<file path="src/hdl/look_at_view_matrix_assert.svh">
// Assertion macros used by lav_ser.
`ifndef LOOK_AT_VIEW_MATRIX_ASSERT_SVH
`define LOOK_AT_VIEW_MATRIX_ASSERT_SVH

// Same-cycle implication, checked outside reset.
`define LAV_ASSERT_IMP(lbl, ante, cons) \
    lbl: assert property (@(posedge aclk) disable iff (!aresetn) (ante) |-> (cons)) \
        else $error("assertion failed");

// Next-cycle implication, checked outside reset.
`define LAV_ASSERT_NEXT(lbl, ante, cons) \
    lbl: assert property (@(posedge aclk) disable iff (!aresetn) (ante) |=> (cons)) \
        else $error("assertion failed");

`endif

</file>
<file path="src/hdl/lav_pkg.sv">
`timescale 1ns / 1ps

package lav_pkg;

    localparam int FRAC_BITS  = 16;
    // width of a vector going into the normalizer
    localparam int NW         = 35;
    // width of a unit vector component
    localparam int FW         = FRAC_BITS + 2;
    // wide accumulator width for cross and dot products
    localparam int RW         = 66;
    localparam int SQ_STAGES  = 32;
    localparam int DIV_STAGES = FRAC_BITS + 1;
    // width of the rounded dividend
    localparam int NB         = 31 + FRAC_BITS;
    // squared length at or below which a vector counts as zero
    localparam logic [63:0] THRESH_SQ = (64'd1 << (2 * FRAC_BITS)) / 64'd100000000;
    localparam logic [31:0] ONE_FIX   = 32'd1 << FRAC_BITS;

    typedef logic [2:0][31:0] vec32_t;

    // data riding alongside the arithmetic
    typedef struct packed {
        vec32_t eye;
        vec32_t va;
        vec32_t vb;
    } side_t;

    // drop FRAC_BITS fraction bits, round to nearest, ties away from zero
    function automatic logic signed [RW-1:0] round_frac(input logic signed [RW-1:0] v);
        logic [RW-1:0] mag;
        logic [RW-1:0] m;
        mag = v[RW-1] ? (~v + 1'b1) : v;
        m = (mag + (RW'(1) << (FRAC_BITS - 1))) >> FRAC_BITS;
        round_frac = v[RW-1] ? $signed(~m + 1'b1) : $signed(m);
    endfunction

    // clamp to the signed 32-bit range
    function automatic logic [31:0] sat32(input logic signed [RW-1:0] v);
        if ((&v[RW-1:31]) || !(|v[RW-1:31])) begin
            sat32 = v[31:0];
        end else if (v[RW-1]) begin
            sat32 = 32'h8000_0000;
        end else begin
            sat32 = 32'h7fff_ffff;
        end
    endfunction

endpackage

</file>
<file path="src/hdl/lav_ser.sv">
`timescale 1ns / 1ps
`include "look_at_view_matrix_assert.svh"

module lav_ser import lav_pkg::*; (
    input  logic              aclk,
    input  logic              aresetn,
    input  logic              in_valid,
    input  logic [15:0][31:0] in_mat,
    output logic              load,
    output logic              m_valid,
    input  logic              m_ready,
    output logic [1:0]        m_first_index,
    output logic [1:0]        m_second_index,
    output logic [31:0]       m_entry_value,
    output logic              m_last
);

    logic        busy_reg;
    logic [3:0]  cnt_reg;
    logic [31:0] mat_reg [16];
    logic        fin;

    // last word of the current matrix leaves this cycle
    assign fin  = busy_reg && m_ready && (cnt_reg == 4'd15);
    assign load = in_valid && (!busy_reg || fin);

    always_ff @(posedge aclk) begin
        if (!aresetn) begin
            busy_reg <= 1'b0;
            cnt_reg  <= '0;
        end else if (load) begin
            busy_reg <= 1'b1;
            cnt_reg  <= '0;
        end else if (busy_reg && m_ready) begin
            cnt_reg <= cnt_reg + 4'd1;
            if (cnt_reg == 4'd15) begin
                busy_reg <= 1'b0;
            end
        end
    end

    // matrix buffer
    always_ff @(posedge aclk) begin
        if (load) begin
            for (int k = 0; k < 16; k++) begin
                mat_reg[k] <= in_mat[k];
            end
        end
    end

    assign m_valid        = busy_reg;
    assign m_first_index  = cnt_reg[3:2];
    assign m_second_index = cnt_reg[1:0];
    assign m_entry_value  = mat_reg[cnt_reg];
    assign m_last         = (cnt_reg == 4'd15);

    `LAV_ASSERT_NEXT(a_load_starts, load, busy_reg && cnt_reg == 4'd0)
    `LAV_ASSERT_NEXT(a_done_frees, fin && !load, !busy_reg)
    `LAV_ASSERT_NEXT(a_stall_holds, m_valid && !m_ready, m_valid && $stable(cnt_reg))

endmodule

</file>
<file path="config.mk">
export PLATFORM = sky130hd
export DESIGN_NAME = lav_ser
export DESIGN_NICKNAME = d
export VERILOG_FILES = /design/src/hdl/lav_pkg.sv /design/src/hdl/lav_ser.sv
export VERILOG_INCLUDE_DIRS = /design/src /design/src/hdl
export SDC_FILE = /design/constraint.sdc
export NUM_CORES = 1
export LEC_CHECK = 0
export BUFFER_PORTS_ARGS = -buffer_cell sky130_fd_sc_hd__buf_2
export CORE_MARGIN = 2
export CORE_UTILIZATION = 40
export DETAILED_ROUTE_END_ITERATION = 10
export PLACE_DENSITY = 0.66
export SYNTH_ARGS = -nofsm -noshare
export SYNTH_HDL_FRONTEND = slang
export SYNTH_SLANG_ARGS = --single-unit
</file>
<file path="constraint.sdc">
create_clock -name aclk -period 31.5 [get_ports aclk]
set_input_delay 4.725 -clock aclk [delete_from_list [all_inputs] [get_ports aclk]]
set_output_delay 4.725 -clock aclk [all_outputs]
set_load 0.005 [all_outputs]
</file>
==> results of run 1 <==
[metrics by stage]
| stage | std cells | hold WS, ns | worst slack, ns | instance area, µm² |
|---|---|---|---|---|
| 2_1_floorplan | 813 | 0.5192 | 8.535 | 19400 |
| 3_3_place_gp | 1953 | 0.5703 | 21.14 | 22890 |
| 3_5_place_dp | 1953 | 0.5690 | 21.12 | 22890 |
| 4_1_cts | 2045 | 0.5815 | 21.12 | 24430 |
| 5_1_grt | 2060 | 0.6441 | 21.08 | 24470 |
| 6_report | 2060 | 0.5943 | 21.11 | 24470 |
[kinds of logic (layout without fill, tap and decap cells)]
family          after synthesis  in the layout  synth area share (%)
buf+inv                      44            661                 1.071
xor+xnor                      2              2               0.09034
other cells                   0             15                     0
compound gates               68             68                 2.606
simple gates                 48             48                 1.045
mux                         129            129                 14.92
fa+ha+maj                     1              1               0.06451
flops                       521            521                 80.21
[worst max-delay path: cells and delay by family]
kind                   cells  cell delay (ns)
buffers and inverters      2             0.31
AO/OA/AOI/OAI              1             0.42
AND/OR/NAND/NOR            1             0.19
[area by class of cell]
class	count	area (µm²)
fill	3871	23370
sequential	521	15560
multi-input combinational	248	3666
timing repair buffer	568	2890
clock buffer	68	1425
tap	615	769.5
clock inverter	24	117.6
antenna	15	37.54
inverter	1	3.754
[power by group through the flow]
stage               logic (W)  registers [W]  clock network [W]
CTS                 0.0000920       0.000818           0.000583
detailed placement  0.0000916       0.000833                  0
floorplan           0.0000438       0.000849                  0
global placement    0.0000892       0.000830                  0
finish              0.0000905       0.000818           0.000569
global route        0.0000988       0.000821           0.000609
[Yosys cell counts]
master / instances
edfxtp_1: 512
and2_1: 1
o21ai_0: 1
buf_4: 9
nand3_1: 2
nand4_1: 1
a21oi_1: 1
or3_1: 1
clkbuf_1: 17
nor3_1: 4
mux4_2: 128
buf_1: 10
nand2_1: 34
nor2_1: 2
dfxtp_1: 9
and3_1: 1
inv_1: 1
a21boi_1: 1
a22oi_1: 64
ha_1: 1
nor2b_1: 2
xor2_1: 2
a211oi_1: 1
buf_2: 7
mux2i_1: 1
[metal layers]
layer / vias up / GRT usage (%) / share of wire, %
met5: - / 0 / 0.16
met4: 12 / 7.520 / 2.7
met3: 93 / 5.391 / 8.8
met2: 483 / 32.34 / 51
met1: 5355 / 23.77 / 37
li1: 4667 / - / -
[cells in the final DEF, fill, tap and decap left out, types with 2 or more instances in the layout]
master	netlist	final
nor2b_4	0	2
nand3_1	2	2
dfxtp_1	9	7
nand2_1	34	34
a22oi_1	64	64
mux4_2	128	128
edfxtp_1	512	512
buf_4	9	13
dfxtp_4	0	2
clkbuf_16	0	55
buf_2	7	554
clkinv_2	0	7
diode_2	0	15
nor3_1	4	4
xor2_1	2	2
clkinv_1	0	13
clkbuf_1	17	13
inv_6	0	2
[final timing paths]
kind	slack (ns)	to	cells past startpoint
hold reg to reg	0.59	cnt_reg[3]$_SDFFE_PP0P_	2
setup / recovery	21.11	load	4
hold / removal	0.59	cnt_reg[3]$_SDFFE_PP0P_	2
setup reg to reg	27.27	mat_reg[4][11]$_DFFE_PP_	6
==> flow_metrics.env, run 1 <==
export IMPL_port_buffers=554
export IMPL_hold_viol=0
export IMPL_critPathMostFrequentCell="buf_2"
export IMPL_routabilityCongestion=0.8067
export IMPL_max_slew_margin_rel_pct=26.76
export IMPL_peakVddDrop_uv=46.89
export IMPL_path_class="in -> out"
export IMPL_track_usage_pct=19.26
export IMPL_fin_worst_skew_ns=0.01614
export IMPL_end_kind="output pin"
export IMPL_hold_class="reg -> reg"
export IMPL_p_total_w=0.001477
export IMPL_insertion_delay_ns=0.59
export IMPL_powerDensity_nw_per_um2=60.36
export IMPL_synth_nets=1330
export IMPL_power_leakage_nw=8.910
export IMPL_initial_core_util_pct=40.53
export IMPL_clockPowerShare_pct=38.5
export IMPL_cts_buffers=54
export IMPL_clkSinkCount=521
export IMPL_first_global_vias=11440
export IMPL_wire_per_inst_um=23.88
export IMPL_ys_warn_count=0
export IMPL_drt_iter0_drc=811
export IMPL_vias=10610
export IMPL_rsz0062_at_grt="no"
export IMPL_routed_wirelength_um=49190
export IMPL_synth_area_leaders="edfxtp_1, mux4_2, a22oi_1, dfxtp_1, nand2_1"
export IMPL_row_count=80
export IMPL_die_w_um=224.2
export IMPL_maxSlewViolCount=0
export IMPL_die_h_um=224.2
export IMPL_post_route_min_period_ns=10.39
export IMPL_overflow=0
export IMPL_switching_power_w=0.0003043
export IMPL_clock_fmax_mhz=96.28
export IMPL_worstPathCellList="buf_2 > nand4_1 > a21boi_4 > buf_2"
export IMPL_area_delta_synth_final_pct=26.19
export IMPL_worst_slew_pin_slew_ns=1.099
export IMPL_ctsHoldBuffers=0
export IMPL_synth_top_area_share_pct=79.28
export IMPL_final_layout_size_suffix_gt1_share_pct=53.78
export IMPL_post_cts_resized=0
export IMPL_synth_cell_types=25
export IMPL_crit_fanout=4
export IMPL_clk_pin_slew_ns=0.06
export IMPL_crit_path_top_delay_cell="a21boi_4"
export IMPL_slowest_delay_ns=0.42
export IMPL_startpoint_type="primary input"
export IMPL_cts_buffer_depth=3
export IMPL_intPower_w=0.001173
export IMPL_drc=0
export IMPL_cts_setup_buffers=0
export IMPL_hpwl_um=34290
export IMPL_worstHoldStart="cnt_reg[3]$_SDFFE_PP0P_"
export IMPL_largest_reg_flops=512
export IMPL_die_area_um2=50260
export IMPL_switching_share_pct=20.60
export IMPL_yosys_area_top_type="edfxtp_1"
export IMPL_tritoncts="done"
export IMPL_dr_pass1_iters=5
export IMPL_status="complete, no violations"
export IMPL_vias_per_cell=5.150
export IMPL_post_route_util_pct=51.15
export IMPL_sequentialPowerShare_pct=55.4
export IMPL_synth_seq_cells=521
export IMPL_netlist_area_um2=19390
export IMPL_setup_tns_ns=0
export IMPL_grt_start_max_net_pins=169
export IMPL_startpoint="m_ready"
export IMPL_maxCapViolCount=0
export IMPL_synthCells=813
export IMPL_arrival_ns=5.66
export IMPL_grt_pass1_wl_um=70440
export IMPL_htree_num_levels=2
export IMPL_finalSetupViolCount=0
export IMPL_r2r_start="cnt_reg[1]$_SDFFE_PP0P_"
export IMPL_avgSynthCellArea_um2=23.85
export IMPL_core_um2=47850
export IMPL_root_buffer="clkbuf_16"
export IMPL_antenna_found_initial=21
export IMPL_fin_nets=1911
export IMPL_io_pins=555
export IMPL_synth_seq_area_share_pct=80.21
export IMPL_ant_nets=0
export IMPL_finalCritPeriodShare_pct=32.97
export IMPL_critPathRequiredTime_ns=26.78
export IMPL_combPwrFrac_pct=6.1
No activity file was read; power rests on OpenSTA's default activity.
==> inputs of run 2 (changes only) <==
Settings changed: ABC_AREA from default to 1, PLACE_DENSITY 0.66 to 0.62.
Clock period 31.5 ns to 10.15 ns, I/O delays scaled along.
==> flow_metrics.env, run 2 <==
export IMPL_hold_viol=0
export IMPL_clock_fmax_mhz=195.0
export IMPL_synth_area_leaders="edfxtp_1, nand2_1, nand3_1, inv_1, buf_6"
export IMPL_area_delta_synth_final_pct=22.76
export IMPL_grt_pass1_wl_um=96760
export IMPL_end_kind="output pin"
export IMPL_dpl_cell_area_um2=25470
export IMPL_row_count=86
export IMPL_dr_pass1_iters=5
export IMPL_seq_area_um2=15570
export IMPL_wl_met1_um=27020
export IMPL_die_h_um=240.0
export IMPL_vias=16390
export IMPL_avgSynthCellArea_um2=10.64
export IMPL_synth_seq_cells=521
export IMPL_core_um2=55090
export IMPL_overflow=0
export IMPL_track_usage_pct=23.05
export IMPL_path_class="reg -> out"
export IMPL_crit_path_top_delay_cell="buf_4"
export IMPL_critPathMostFrequentCell="nand2_1"
export IMPL_synth_commonest_cells="nand2_1, edfxtp_1, inv_1, nand3_1, buf_2"
export IMPL_r2r_end="mat_reg[15][11]$_DFFE_PP_"
export IMPL_drc=0
export IMPL_dr_max_layer_used="met5"
export IMPL_ys_warn_count=0
export IMPL_netlist_area_um2=22280
export IMPL_arrival_ns=3.61
export IMPL_final_layout_size_suffix_gt1_share_pct=24.91
export IMPL_cp_top_family="buffers and inverters"
export IMPL_finalCritPeriodShare_pct=50.53
export IMPL_io_pins=555
export IMPL_post_route_min_period_ns=5.129
export IMPL_r2r_start="cnt_reg[0]$_SDFFE_PP0P_"
export IMPL_synth_seq_area_share_pct=69.81
export IMPL_finalSetupViolCount=0
export IMPL_root_buffer="clkbuf_16"
export IMPL_port_buffers=554
export IMPL_cts_buffers=56
export IMPL_post_cts_resized=0
export IMPL_cts_setup_buffers=0
export IMPL_critical_path_depth=9
export IMPL_routabilityCongestion=0.8522
export IMPL_wl_met2_um=32820
export IMPL_wire_per_inst_um=19.65
export IMPL_initial_core_util_pct=40.44
export IMPL_post_route_util_pct=49.65
export IMPL_routed_wirelength_um=67380
export IMPL_synth_nets=2612
export IMPL_max_slew_margin_rel_pct=23.08
export IMPL_grt_start_max_net_pins=171
export IMPL_crit_buf_inv=3
export IMPL_largest_reg_flops=512
export IMPL_ctsHoldBuffers=0
export IMPL_multi_input_area_um2=4554
export IMPL_die_area_um2=57610
export IMPL_worstPathCellList="buf_4 > buf_4 > nand2_1 > nand2_1 > nand2_1 > nand3_1 > nand3_1 > nand2_1 > buf_2"
export IMPL_wl_met3_um=5520
export IMPL_synth_top_area_share_pct=69.00
export IMPL_clk_pin_slew_ns=0.06
export IMPL_final_common_cell="nand2_1"
export IMPL_antenna_found_initial=28
export IMPL_startpoint_type="flop"
export IMPL_vias_per_cell=4.782
export IMPL_insertion_delay_ns=0.60
export IMPL_slowest_delay_ns=0.68
export IMPL_synthCells=2095
export IMPL_cts_buffer_depth=3
export IMPL_r2r_cells=8
export IMPL_synth_cell_types=20
export IMPL_ys_async_sr_fraction_pct=0
export IMPL_crit_fanout=64
export IMPL_power_leakage_nw=12.64
export IMPL_worst_slew_pin_slew_ns=1.154
export IMPL_n_fill_cell=5039
export IMPL_powerDensity_nw_per_um2=181.9
export IMPL_htree_num_levels=2
export IMPL_first_global_vias=16070
export IMPL_crit_path_end="m_entry_value[21]"
export IMPL_critPathRequiredTime_ns=8.63
export IMPL_maxCapViolCount=0
export IMPL_drt_iter0_drc=1292
export IMPL_final_cell_mix="nand2_1, buf_2, edfxtp_1, inv_1, nand3_1"
export IMPL_clkSinkCount=521
export IMPL_yosys_area_top_type="edfxtp_1"
export IMPL_peakVddDrop_uv=130.9
export IMPL_hpwl_um=46140
export IMPL_yosys_most_used_dff="edfxtp_1"
export IMPL_final_cell_area_um2=27350
export IMPL_fin_nets=3136
export IMPL_setup_tns_ns=0
export IMPL_hold_class="reg -> reg"
export IMPL_die_w_um=240.0
export IMPL_tritoncts="done"
export IMPL_rsz0062_at_grt="no"
export IMPL_ant_nets=0
export IMPL_status="complete, no violations"
export IMPL_post_synth_top_count_cell="nand2_1"
export IMPL_maxSlewViolCount=0
export IMPL_setup_reg_to_reg_worst_slack_ns=6.30
export IMPL_synth_edf_count=512
export IMPL_fin_worst_skew_ns=0.02366
## run 2: cell types whose count changed after synthesis, sizes merged, moves of 2 or more
| cell | change |
|---|---|
| buf | +71 |
| inv | +391 |
| nand2 | +646 |
| clkbuf | -9 |
| nor2b | -2 |
| a22oi | -64 |
| nor3 | -4 |
| nand3 | +384 |
| mux4 | -128 |
## run 2: worst register-to-register path: stages, from the launching register on
cell        delay (ns)
dfxtp_1           0.41
ha_1              0.20
nand3_1           0.11
o21ai_0           0.26
nand2_1           0.18
clkinvlp_4        0.12
buf_4             0.42
buf_12            0.67
buf_4             1.01
## run 2: layout make-up
type / count / area share [%]
diodes: 18 / 0.1647
inverters: 392 / 5.443
clock buffers: 69 / 5.530
clock inverters: 32 / 1.180
multi-input cells: 1077 / 16.65
repair buffers: 571 / 10.69
flip-flops and latches: 521 / 56.91
well taps: 748 / 3.422
## run 2: where the power goes
group | switching, W | internal, W | total [W]
Combinational | 0.000235 | 0.000143 | 0.000378
Sequential | 0.0000355 | 0.00253 | 0.00256
Clock | 0.000829 | 0.00121 | 0.00204
Total | 0.00110 | 0.00388 | 0.00497
## run 2: worst min-delay path by stage
stage	start	cells past startpoint	endpoint	slack, ns
6_report	cnt_reg[3]$_SDFFE_PP0P_	2	flop	0.55
3_5_place_dp	cnt_reg[3]$_SDFFE_PP0P_	2	flop	0.54
5_1_grt	cnt_reg[1]$_SDFFE_PP0P_	2	flop	0.60
3_3_place_gp	cnt_reg[3]$_SDFFE_PP0P_	2	flop	0.52
4_1_cts	cnt_reg[3]$_SDFFE_PP0P_	2	flop	0.55
2_1_floorplan	cnt_reg[3]$_SDFFE_PP0P_	2	flop	0.50
## run 2: metrics by stage
stage               total power (W)  std cells  hold slack, ns  setup slack [ns]
floorplan                  0.002834       2095          0.4953            0.1864
global placement           0.002978       3309          0.5243             5.308
detailed placement         0.002987       3309          0.5419             5.309
CTS                        0.005019       3410          0.5514             4.985
global route               0.005161       3421          0.5999             4.802
finish                     0.004975       3428          0.5489             5.021
## run 2: layer usage
layer | vias to the layer above | track usage [%]
met5 | - | 0
met4 | 20 | 8.206
met1 | 7756 | 29.15
met2 | 673 | 38.56
li1 | 7825 | -
met3 | 119 | 5.614
## run 2: cell families after synthesis
logic type / after synthesis / synth area share, %
and+or+nand+nor: 1070 / 20.20
buffers and inverters: 497 / 9.748
AOI/OAI and AO/OA: 4 / 0.1011
xor gates and xnor gates: 2 / 0.07863
adders and majority gates: 1 / 0.05615
DFF: 521 / 69.81
